==> src/design/tmtw_pkg.sv <==
`timescale 1ns / 1ps

package tmtw_pkg;

	localparam int COLUMNS_DEF = 80;
	localparam int ROWS_DEF    = 25;

	localparam int FUNC_W = 2;
	localparam int CHAR_W = 8;
	localparam int ATTR_W = 8;
	localparam int POS_W  = 11;
	localparam int CELL_W = 16;

	localparam logic [CELL_W-1:0] BLANK_CELL = 16'h0F20;
	localparam logic [ATTR_W-1:0] ATTR_RESET = 8'h0F;

	localparam logic [FUNC_W-1:0] FN_PUT   = 2'd0;
	localparam logic [FUNC_W-1:0] FN_CLEAR = 2'd1;
	localparam logic [FUNC_W-1:0] FN_READ  = 2'd2;

	localparam logic [CHAR_W-1:0] CH_BS    = 8'h08;
	localparam logic [CHAR_W-1:0] CH_TAB   = 8'h09;
	localparam logic [CHAR_W-1:0] CH_LF    = 8'h0A;
	localparam logic [CHAR_W-1:0] CH_CR    = 8'h0D;
	localparam logic [CHAR_W-1:0] CH_SPACE = 8'h20;
	localparam logic [CHAR_W-1:0] CH_LAST  = 8'h7F;

	localparam int TAB_STEP = 8;

endpackage

==> src/design/tmtw_ctrl.sv <==
`timescale 1ns / 1ps

module tmtw_ctrl #(
	parameter int COLUMNS = tmtw_pkg::COLUMNS_DEF,
	parameter int ROWS    = tmtw_pkg::ROWS_DEF,
	parameter int ADDR_W  = $clog2(COLUMNS * ROWS)
) (
	input  logic                        clk,
	input  logic                        arst_n,
	input  logic                        in_valid,
	output logic                        in_stall,
	input  logic [tmtw_pkg::FUNC_W-1:0] func,
	input  logic [tmtw_pkg::CHAR_W-1:0] char_code,
	input  logic [tmtw_pkg::POS_W-1:0]  cell_index,
	output logic                        out_valid,
	input  logic                        out_stall,
	output logic [tmtw_pkg::POS_W-1:0]  cursor_position,
	output logic [tmtw_pkg::CELL_W-1:0] cell_data,
	input  logic                        cfg_valid,
	input  logic [tmtw_pkg::ATTR_W-1:0] text_attribute,
	output logic                        mem_we,
	output logic [ADDR_W-1:0]           mem_waddr,
	output logic [tmtw_pkg::CELL_W-1:0] mem_wdata,
	output logic                        mem_re,
	output logic [ADDR_W-1:0]           mem_raddr,
	input  logic [tmtw_pkg::CELL_W-1:0] mem_rdata
);

	localparam int CELL_COUNT = COLUMNS * ROWS;
	localparam int MOVE_COUNT = (ROWS - 1) * COLUMNS;
	localparam int COL_W      = $clog2(COLUMNS);
	localparam int ROW_W      = $clog2(ROWS);

	localparam logic [1:0] ST_IDLE  = 2'd0;
	localparam logic [1:0] ST_EXEC  = 2'd1;
	localparam logic [1:0] ST_SWEEP = 2'd2;
	localparam logic [1:0] ST_DONE  = 2'd3;

	logic [1:0]                  state_q;
	logic [tmtw_pkg::FUNC_W-1:0] func_q;
	logic [tmtw_pkg::CHAR_W-1:0] ch_q;
	logic                        idx_ok_q;
	logic [COL_W-1:0]            col_q;
	logic [ROW_W-1:0]            row_q;
	logic [tmtw_pkg::ATTR_W-1:0] attr_q;
	logic [ADDR_W-1:0]           sweep_q;
	logic                        clr_q;
	logic                        report_q;
	logic [tmtw_pkg::CELL_W-1:0] data_q;

	logic                        wv_s1;
	logic [ADDR_W-1:0]           waddr_s1;
	logic                        blank_s1;

	logic                        out_valid_q;
	logic [tmtw_pkg::POS_W-1:0]  out_pos_q;
	logic [tmtw_pkg::CELL_W-1:0] out_data_q;

	logic [COL_W:0]              col_t;
	logic [ROW_W:0]              row_t;
	logic [COL_W-1:0]            col_n;
	logic [ROW_W-1:0]            row_n;
	logic                        print;
	logic                        scroll;
	logic [tmtw_pkg::POS_W-1:0]  pos_n;
	logic [ADDR_W-1:0]           print_addr;
	logic [tmtw_pkg::CELL_W-1:0] exec_data;
	logic                        accept;
	logic                        idx_ok;
	logic                        copy;
	logic                        slot_free;
	logic                        load;
	logic                        sweep_last;

	assign accept    = in_valid && !in_stall;
	assign idx_ok    = 32'(cell_index) < CELL_COUNT;
	assign in_stall  = (state_q != ST_IDLE);
	assign slot_free = !out_valid_q || !out_stall;

	// Cursor update of a put or a clear, wrap and scroll included.
	always_comb begin
		col_t  = {1'b0, col_q};
		row_t  = {1'b0, row_q};
		print  = 1'b0;
		scroll = 1'b0;
		if (state_q == ST_EXEC && func_q == tmtw_pkg::FN_PUT) begin
			if (ch_q == tmtw_pkg::CH_BS) begin
				if (col_q != '0) begin
					col_t = col_t - 1'b1;
				end
			end else if (ch_q == tmtw_pkg::CH_TAB) begin
				col_t = (col_t + (COL_W+1)'(tmtw_pkg::TAB_STEP))
					& ~(COL_W+1)'(tmtw_pkg::TAB_STEP - 1);
			end else if (ch_q == tmtw_pkg::CH_CR) begin
				col_t = '0;
			end else if (ch_q == tmtw_pkg::CH_LF) begin
				col_t = '0;
				row_t = row_t + 1'b1;
			end else if (ch_q >= tmtw_pkg::CH_SPACE && ch_q <= tmtw_pkg::CH_LAST) begin
				print = 1'b1;
				col_t = col_t + 1'b1;
			end
			if (col_t >= (COL_W+1)'(COLUMNS)) begin
				col_t = '0;
				row_t = row_t + 1'b1;
			end
			if (row_t >= (ROW_W+1)'(ROWS)) begin
				row_t  = (ROW_W+1)'(ROWS - 1);
				scroll = 1'b1;
			end
		end else if (state_q == ST_EXEC && func_q == tmtw_pkg::FN_CLEAR) begin
			col_t = '0;
			row_t = '0;
		end
	end

	assign col_n      = col_t[COL_W-1:0];
	assign row_n      = row_t[ROW_W-1:0];
	assign pos_n      = tmtw_pkg::POS_W'(32'(row_n) * COLUMNS + 32'(col_n));
	assign print_addr = ADDR_W'(32'(row_q) * COLUMNS + 32'(col_q));
	assign exec_data  = (func_q == tmtw_pkg::FN_READ && idx_ok_q) ? mem_rdata : '0;

	// Sweep: copy phase reads one row ahead, the write lands in the next cycle.
	assign copy       = (state_q == ST_SWEEP) && !clr_q && (32'(sweep_q) < MOVE_COUNT);
	assign sweep_last = (32'(sweep_q) == CELL_COUNT - 1);

	assign load = slot_free && (
		(state_q == ST_EXEC && !scroll && func_q != tmtw_pkg::FN_CLEAR) ||
		(state_q == ST_DONE && report_q));

	always_comb begin
		mem_re    = 1'b0;
		mem_raddr = ADDR_W'(cell_index);
		if (state_q == ST_SWEEP) begin
			mem_re    = copy;
			mem_raddr = ADDR_W'(32'(sweep_q) + COLUMNS);
		end else if (accept && func == tmtw_pkg::FN_READ && idx_ok) begin
			mem_re = 1'b1;
		end
	end

	always_comb begin
		mem_we    = wv_s1 || print;
		mem_waddr = print_addr;
		mem_wdata = {attr_q, ch_q};
		if (wv_s1) begin
			mem_waddr = waddr_s1;
			mem_wdata = blank_s1 ? tmtw_pkg::BLANK_CELL : mem_rdata;
		end
	end

	always_ff @(posedge clk or negedge arst_n) begin
		if (!arst_n) begin
			state_q  <= ST_SWEEP;
			clr_q    <= 1'b1;
			report_q <= 1'b0;
			sweep_q  <= '0;
			col_q    <= '0;
			row_q    <= '0;
			attr_q   <= tmtw_pkg::ATTR_RESET;
			wv_s1    <= 1'b0;
		end else begin
			if (cfg_valid) begin
				attr_q <= text_attribute;
			end
			wv_s1 <= (state_q == ST_SWEEP);
			unique case (state_q)
				ST_IDLE: begin
					if (accept) begin
						state_q <= ST_EXEC;
					end
				end
				ST_EXEC: begin
					col_q    <= col_n;
					row_q    <= row_n;
					report_q <= 1'b1;
					sweep_q  <= '0;
					if (scroll || func_q == tmtw_pkg::FN_CLEAR) begin
						clr_q   <= (func_q == tmtw_pkg::FN_CLEAR);
						state_q <= ST_SWEEP;
					end else if (load) begin
						state_q <= ST_IDLE;
					end else begin
						state_q <= ST_DONE;
					end
				end
				ST_SWEEP: begin
					sweep_q <= sweep_q + 1'b1;
					if (sweep_last) begin
						state_q <= ST_DONE;
					end
				end
				ST_DONE: begin
					if (load || !report_q) begin
						state_q <= ST_IDLE;
					end
				end
				default: begin
					state_q <= ST_IDLE;
				end
			endcase
		end
	end

	always_ff @(posedge clk) begin
		if (accept) begin
			func_q   <= func;
			ch_q     <= char_code;
			idx_ok_q <= idx_ok;
		end
		if (state_q == ST_EXEC) begin
			data_q <= exec_data;
		end
		waddr_s1 <= sweep_q;
		blank_s1 <= !copy;
		if (load) begin
			out_pos_q  <= pos_n;
			out_data_q <= (state_q == ST_EXEC) ? exec_data : data_q;
		end
	end

	always_ff @(posedge clk or negedge arst_n) begin
		if (!arst_n) begin
			out_valid_q <= 1'b0;
		end else if (load) begin
			out_valid_q <= 1'b1;
		end else if (!out_stall) begin
			out_valid_q <= 1'b0;
		end
	end

	assign out_valid       = out_valid_q;
	assign cursor_position = out_pos_q;
	assign cell_data       = out_data_q;

endmodule

==> config.mk <==
export PLATFORM = sky130hd
export DESIGN_NAME = tmtw_ctrl
export DESIGN_NICKNAME = d
export VERILOG_FILES = /design/src/design/tmtw_pkg.sv /design/src/design/tmtw_ctrl.sv
export SDC_FILE = /design/constraint.sdc
export NUM_CORES = 1
export LEC_CHECK = 0
export ABC_AREA = 1
export BUFFER_PORTS_ARGS = -buffer_cell sky130_fd_sc_hd__clkbuf_2
export CAP_MARGIN = 20
export CORE_ASPECT_RATIO = 1.5
export CORE_MARGIN = 3
export CORE_UTILIZATION = 25
export CTS_BUF_LIST = sky130_fd_sc_hd__clkbuf_8 sky130_fd_sc_hd__clkbuf_16
export DETAILED_ROUTE_END_ITERATION = 12
export PLACE_DENSITY = 0.54
export SYNTH_ARGS = -nofsm -noshare
export SYNTH_HDL_FRONTEND = slang
export SYNTH_SLANG_ARGS = --single-unit
==> constraint.sdc <==
create_clock -name clk -period 4.8 [get_ports clk]
set_input_delay 0.96 -clock clk [delete_from_list [all_inputs] [get_ports clk]]
set_output_delay 0.96 -clock clk [all_outputs]
set_load 0.02 [all_outputs]
Yosys cells after proc, flatten, opt, wreduce, memory -nomap -nowiden
Cells that the tools add are included.
{"block": "classes", "addsub": 9, "eq_ne": 16, "n_reduce_logical": 32, "mul": 2, "muxes": 45, "n_lt_le_gt_ge": 6}
{"operator": "2-to-1 mux 16 bit", "n": 4}
{"operator": "2-to-1 mux 8 bit", "n": 7}
{"operator": "2-to-1 mux 6 bit", "n": 7}
{"operator": "== test 8 x 4 -> 1 bit, second input constant", "n": 4}
{"operator": "adder 11 x 7 -> 11 bit", "n": 2}
{"operator": "< comparator 11 bit, second input constant", "n": 2}
{"operator": "2-to-1 mux 11 bit", "n": 2}
{"operator": "case mux 11 bit (2 select lines)", "n": 1}
{"operator": "2-to-1 mux 7 bit", "n": 3}
{"operator": "2-to-1 mux 5 bit", "n": 3}
{"operator": "multiplier 5 x 3 -> 7 bit, second input constant", "n": 2}
{"operator": "logical AND 1 bit", "n": 13}
{"operator": "2-to-1 mux 1 bit", "n": 12}
{"operator": "adder 11 x 1 -> 11 bit, second input constant", "n": 1}
{"operator": "adder 11 x 7 -> 11 bit, second input constant", "n": 1}
{"operator": "== test 11 bit, second input constant", "n": 1}
{"operator": "2-to-1 mux 2 bit", "n": 5}
{"operator": "adder 7 x 1 -> 8 bit, second input constant", "n": 1}
{"operator": "adder 7 x 4 -> 8 bit, second input constant", "n": 1}
{"operator": "== test 2 bit, second input constant", "n": 4}
{"operator": ">= comparator 8 x 6 -> 1 bit, second input constant", "n": 1}
{"operator": ">= comparator 8 x 7 -> 1 bit, second input constant", "n": 1}
{"operator": "<= comparator 8 x 7 -> 1 bit, second input constant", "n": 1}
{"operator": "case mux 2 bit (4 select lines)", "n": 1}
{"operator": "14 further kinds", "n": 30}
{"block": "word_totals", "word_cells": 127, "register_bits": 103}

Longest topological paths before layout
{"block": "logic_depth", "depth_word": 22, "mapped_depth": 29}

Worst setup path after synthesis
No wires, ideal clock.
{"block": "synth_path", "path_type": "flip-flop to flip-flop", "startpoint": "register col_q[3]", "endpoint": "register out_pos_q, in the netlist cursor_position[10], data pin", "period_less_slack_ns": 3.915, "arrival_ns": 3.656, "stages_incl_launch_ff": 26, "slack_ns": 0.885, "setup_ns": 0.260, "cell_sequence": "dfrtp_1 > buf_4 > inv_1 > ha_1 > inv_1 > nor2_1 > o21bai_1 > a21oi_2 > nand2_2 > nand2_4 > nand2_4 > buf_12 > nand2_2 > nand2_1 > nor2_1 > nand2_1 > nand2_4 > a21oi_1 > o22ai_1 > ha_1 > ha_1 > fa_1 > xor2_1 > nand3_1 > xor2_1 > xnor2_1"}
{"block": "synth_between", "elab_chain_len": 15, "word_cells_on_any_way": 22}
{"item": "start, declared", "line_no": "tmtw_ctrl.sv:43", "source": "logic [COL_W-1:0] col_q;"}
{"item": "start signal, assigned", "line_no": "tmtw_ctrl.sv:174", "source": "col_q <= col_n;"}
{"item": "adder 7 x 1 -> 8 bit", "line_no": "tmtw_ctrl.sv:101", "source": "col_t = col_t + 1'b1;"}
{"item": "2-to-1 mux 8 bit", "line_no": "tmtw_ctrl.sv:99", "source": "end else if (ch_q >= tmtw_pkg::CH_SPACE && ch_q <= tmtw_pkg::CH_LAST) begin"}
{"item": "2-to-1 mux 8 bit", "line_no": "tmtw_ctrl.sv:96", "source": "end else if (ch_q == tmtw_pkg::CH_LF) begin"}
{"item": "2-to-1 mux 8 bit", "line_no": "tmtw_ctrl.sv:94", "source": "end else if (ch_q == tmtw_pkg::CH_CR) begin"}
{"item": "2-to-1 mux 8 bit", "line_no": "tmtw_ctrl.sv:91", "source": "end else if (ch_q == tmtw_pkg::CH_TAB) begin"}
{"item": "2-to-1 mux 8 bit (*)", "line_no": "tmtw_ctrl.sv:87", "source": "if (ch_q == tmtw_pkg::CH_BS) begin"}
{"item": "2-to-1 mux 8 bit (*)", "line_no": "tmtw_ctrl.sv:86", "source": "if (state_q == ST_EXEC && func_q == tmtw_pkg::FN_PUT) begin"}
{"item": ">= comparator 8 x 7 -> 1 bit (*)", "line_no": "tmtw_ctrl.sv:103", "source": "if (col_t >= (COL_W+1)'(COLUMNS)) begin"}
{"item": "2-to-1 mux 6 bit (*)", "line_no": "tmtw_ctrl.sv:103"}
{"item": "2-to-1 mux 6 bit (*)", "line_no": "tmtw_ctrl.sv:86"}
{"item": ">= comparator 6 x 5 -> 1 bit", "line_no": "tmtw_ctrl.sv:107", "source": "if (row_t >= (ROW_W+1)'(ROWS)) begin"}
{"item": "2-to-1 mux 5 bit (*)", "line_no": "tmtw_ctrl.sv:107"}
{"item": "2-to-1 mux 5 bit (*)", "line_no": "tmtw_ctrl.sv:86"}
{"item": "via row_t[3]", "line_no": "tmtw_ctrl.sv:60", "source": "logic [ROW_W:0] row_t;"}
{"item": "multiplier 5 x 3 -> 7 bit (*)", "line_no": "tmtw_ctrl.sv:119", "source": "assign pos_n = tmtw_pkg::POS_W'(32'(row_n) * COLUMNS + 32'(col_n));"}
{"item": "adder 11 x 7 -> 11 bit (*)", "line_no": "tmtw_ctrl.sv:119"}
{"item": "via pos_n (one bit)", "line_no": "tmtw_ctrl.sv:65", "source": "logic [tmtw_pkg::POS_W-1:0] pos_n;"}
{"item": "end signal, assigned", "line_no": "tmtw_ctrl.sv:217", "source": "out_pos_q <= pos_n;"}
{"item": "end, declared", "line_no": "tmtw_ctrl.sv:56", "source": "logic [tmtw_pkg::POS_W-1:0] out_pos_q;"}
Mark *: on every way through the listed nets, which the timed path passes. The rest lies on a longest branch. The select of a mux whose other input is x is not followed.
A chain may end at the register's enable or synchronous reset.

Final worst setup path
Ends and elaborated chain as after synthesis.

==> qor.yml <==
yosys:
  yosysSeqAreaShare_pct: 44.85
  synth_edf_count: 38
  ys_types: 59
  synth_ff_type: "edfxtp_1"
  synth_compound_area_share_pct: 11.86
  synth-xor-area-share_pct: 3.854
  synth.avg_cell_area_um2: 8.578
  synthArstFlopShare_pct: 35.92
  ys_warn_count: 0
  synthAdderAreaFrac_pct: 8.603
  synth_cells: 685
  synth_area_um2: 5876
  muxShareOfSynthArea_pct: 0
  synth_top_family_by_area: "simple AND/OR/NAND/NOR gates"
  synth_nets: 773
  synthSimpleGateAreaFrac_pct: 24.04
  synth-seq-cells: 103
detailed_routing:
  drt_iter0_drc: 262
  drtAntennaViolNets: 0
  finalWirelength_um: 17080
  firstDrtPassIters: 4
  drcViolationCount: 0
  vias: 4857
  via_per_inst: 4.325
  wl_per_cell_um: 15.21
placed_design:
  place_hpwl_um: 13570
  gp_congestion: 0.9265
  io_buffers: 118
  dp_slack_ps: 423.2
sta:
  timing.final.crit_share_pct: 90.99
  rsz0062_at_grt: "false"
  fin_crit_ps: 4368
  finalSetupViolCount: 0
  final_max_slew_viol_count: 0
  tightest_slew_ps: 1043
  fin_setup_tns_ps: 0
  max_slew_margin_pct: 30.23
  hold_viol_final: 0
  clock.fmax_mhz: 229.0
  finalWorstSetupSlack_ps: 432.4
  fin_skew_ps: 6.592
floorplan:
  core_area_um2: 23060
  die_w_um: 131.2
  die-height_um: 193.8
  die-area_um2: 25420
  initial_core_util_pct: 25.48
  ios: 119
  fp-row-count: 68
global_route:
  antenna_found_initial: 0
  overflow: 0
  grt_start_max_net_pins: 38
  grt_pass1_wl_um: 27630
  grtUsageTotal_pct: 13.63
  grt_pass1_vias: 5100
power:
  p_switching_w: 0.001399
  p_leak_nw: 3.386
  clockPowerShare_pct: 22.5
  finalPower_w: 0.003373
  share_comb_of_total_power_pct: 39.8
  intPower_w: 0.001974
  swShare_pct: 41.49
  p_per_area_nw_per_um2: 472.3
  ir_drop_mv: 0.1898
  sequentialPowerShare_pct: 37.7
critical_path:
  crit_arrival_ps: 4480
  r2r_slack_ps: 430
  crit_required_ps: 4910
  startpoint_type: "flip-flop"
  crit_fanout: 11
  criticalPathCategory: "flip-flop to flip-flop"
  cp-end-kind: "flip-flop"
clock_tree:
  h-tree-depth: 3
  cts_tree: "yes"
  clk_pin_slew_ps: 80
  ctsHoldBuffers: 0
  cts-root-buf: "clkbuf_16"
  clk_latency_ps: 350
  cts_buffers: 9
  post_cts_buffers: 0
  cts_sinks: 103
  postCtsResizedCells: 0
  cts_buffer_depth: 2
final_layout:
  n_antenna_cell: 0
  final_nets: 891
  multi_input_area_um2: 2853
  fill_cells: 2488
  seqCellArea_um2: 2635
  layout-drive-gt1-share_pct: 25.00
  syn_to_final_growth_pct: 21.55
min_path:
  hold_class: "flip-flop to flip-flop"
flow_run:
  maxCapViolCount: 0
outcome:
  status: "finished, final reports clean"
placed cells by master, fill, tap and decap left out, types with 2 or more instances in the layout:
| cell type | n |
|---|---|
| nand2_4 | 6 |
| dfrtp_1 | 31 |
| o21ai_1 | 5 |
| nand3_1 | 39 |
| clkinv_2 | 2 |
| or2_1 | 2 |
| o21ai_2 | 2 |
| nand2_2 | 11 |
| xor2_1 | 18 |
| buf_4 | 8 |
| nor2_4 | 3 |
| o32ai_1 | 4 |
| a21oi_1 | 22 |
| clkbuf_16 | 11 |
| nor2_1 | 46 |
| dfxtp_1 | 28 |
| nor2_2 | 7 |
| inv_1 | 65 |
| inv_2 | 12 |
| inv_4 | 2 |
| o21ai_0 | 52 |
| nor3_1 | 11 |
| nand2_1 | 162 |
| nand4_1 | 8 |
| o22ai_1 | 11 |
| xnor2_1 | 6 |
| nor3b_1 | 3 |
| ha_1 | 34 |
| a211oi_1 | 3 |
| fa_1 | 4 |
| a21oi_2 | 2 |
| clkbuf_2 | 118 |
| o31ai_1 | 2 |
| edfxtp_1 | 38 |
| dfstp_2 | 6 |
stage by stage:
stage / hold WS, ps / util, % / area (µm²) / cells
after global placement: 383.1 / 29.63 / 6832 / 1107
after CTS: 399.9 / 30.97 / 7142 / 1123
after floorplan: 368.0 / - / 5876 / 685
final: 399.3 / 30.97 / 7142 / 1123
after detailed placement: 382.5 / 29.63 / 6832 / 1107
after global routing: 412.4 / 30.97 / 7142 / 1123
power by group through the flow:
stage                     combinational, W  sequential (W)  clock, W
final                              0.00134         0.00127  0.000760
after global routing               0.00149         0.00130  0.000814
after CTS                          0.00137         0.00128  0.000780
after detailed placement           0.00136         0.00129         0
after global placement             0.00136         0.00129         0
after floorplan                   0.000751         0.00141         0
registers in the layout, summed over array words and instances (netlist names), named ones only:
signal and flops:
attr_q 8, blank_s1 1, cell_data 16, ch_q 8, clr_q 1, col_q 7
cursor_position 11, data_q 16, func_q 2, idx_ok_q 1, out_valid 1, report_q 1
row_q 5, state_q 1, sweep_q 11, waddr_s1 11, wv_s1 1
worst max-delay path, cell delays in order, from the launching register on:
cell     delay (ps)
dfrtp_1         560
inv_1           220
ha_1            250
nand2_1          60
nand2_1          70
nand2_1          60
nand2_1          50
nor2_1          120
a21oi_2          60
nand2_2          90
nand2_4          70
nand2_4         150
nand2_1          70
nand2_1         100
nand3_1          90
nand2_1         100
nand2_4          90
a21oi_1         190
o22ai_1         130
ha_1            340
ha_1            230
fa_1            390
xor2_1          210
nand3_1         120
xor2_1          170
xnor2_1         120
synth_stat cells (all sizes together) (5+ instances only):
cell type	count	share of area, %
xor2	19	3.0
o21ai	59	5.2
buf	5	0.81
a21oi	25	2.4
inv	78	5.0
nand2	179	13
nand4	10	1.4
edfxtp	38	19
clkbuf	14	0.89
nand3	39	3.3
dfrtp	31	13
o22ai	11	1.2
nor3	12	1.1
dfstp	6	2.7
xnor2	6	0.89
dfxtp	28	9.5
nor2	56	4.3
ha	34	7.2
worst paths after layout:
check                           cells after the start                   to        from
worst max-delay path                               25  cursor_position[10]    col_q[3]
worst min-delay path                                0          waddr_s1[1]  sweep_q[1]
worst max register to register                     25  cursor_position[10]    col_q[3]
worst min register to register                      0          waddr_s1[1]  sweep_q[1]
max in group asynchronous                           2          sweep_q[10]      arst_n
min in group asynchronous                           2            attr_q[4]      arst_n
routing by layer:
layer | GRT usage, % | vias to the layer above | share of wire [%]
met4 | 5.644 | 0 | 3.0
met1 | 16.18 | 2228 | 42
li1 | - | 2514 | -
met2 | 24.50 | 91 | 52
met5 | 0 | - | 0
met3 | 2.051 | 24 | 3.1
logic make-up (layout without fill, tap and decap cells):
logic type | count (synthesis) | in the layout
and+or+nand+nor | 306 | 306
AOI/OAI and AO/OA | 115 | 115
DFF | 103 | 103
buffers and inverters | 98 | 221
adders and majority gates | 38 | 38
xor gates and xnor gates | 25 | 25
cell type report:
class / instances / share of cell area [%]
Tap cell: 315 / 5.519
Sequential cell: 103 / 36.90
Clock buffer: 11 / 3.854
Multi-Input combinational cell: 484 / 39.94
Timing Repair Buffer: 126 / 9.110
Inverter: 79 / 4.187
Clock inverter: 5 / 0.4905
No activity file was read; power rests on OpenSTA's default activity.
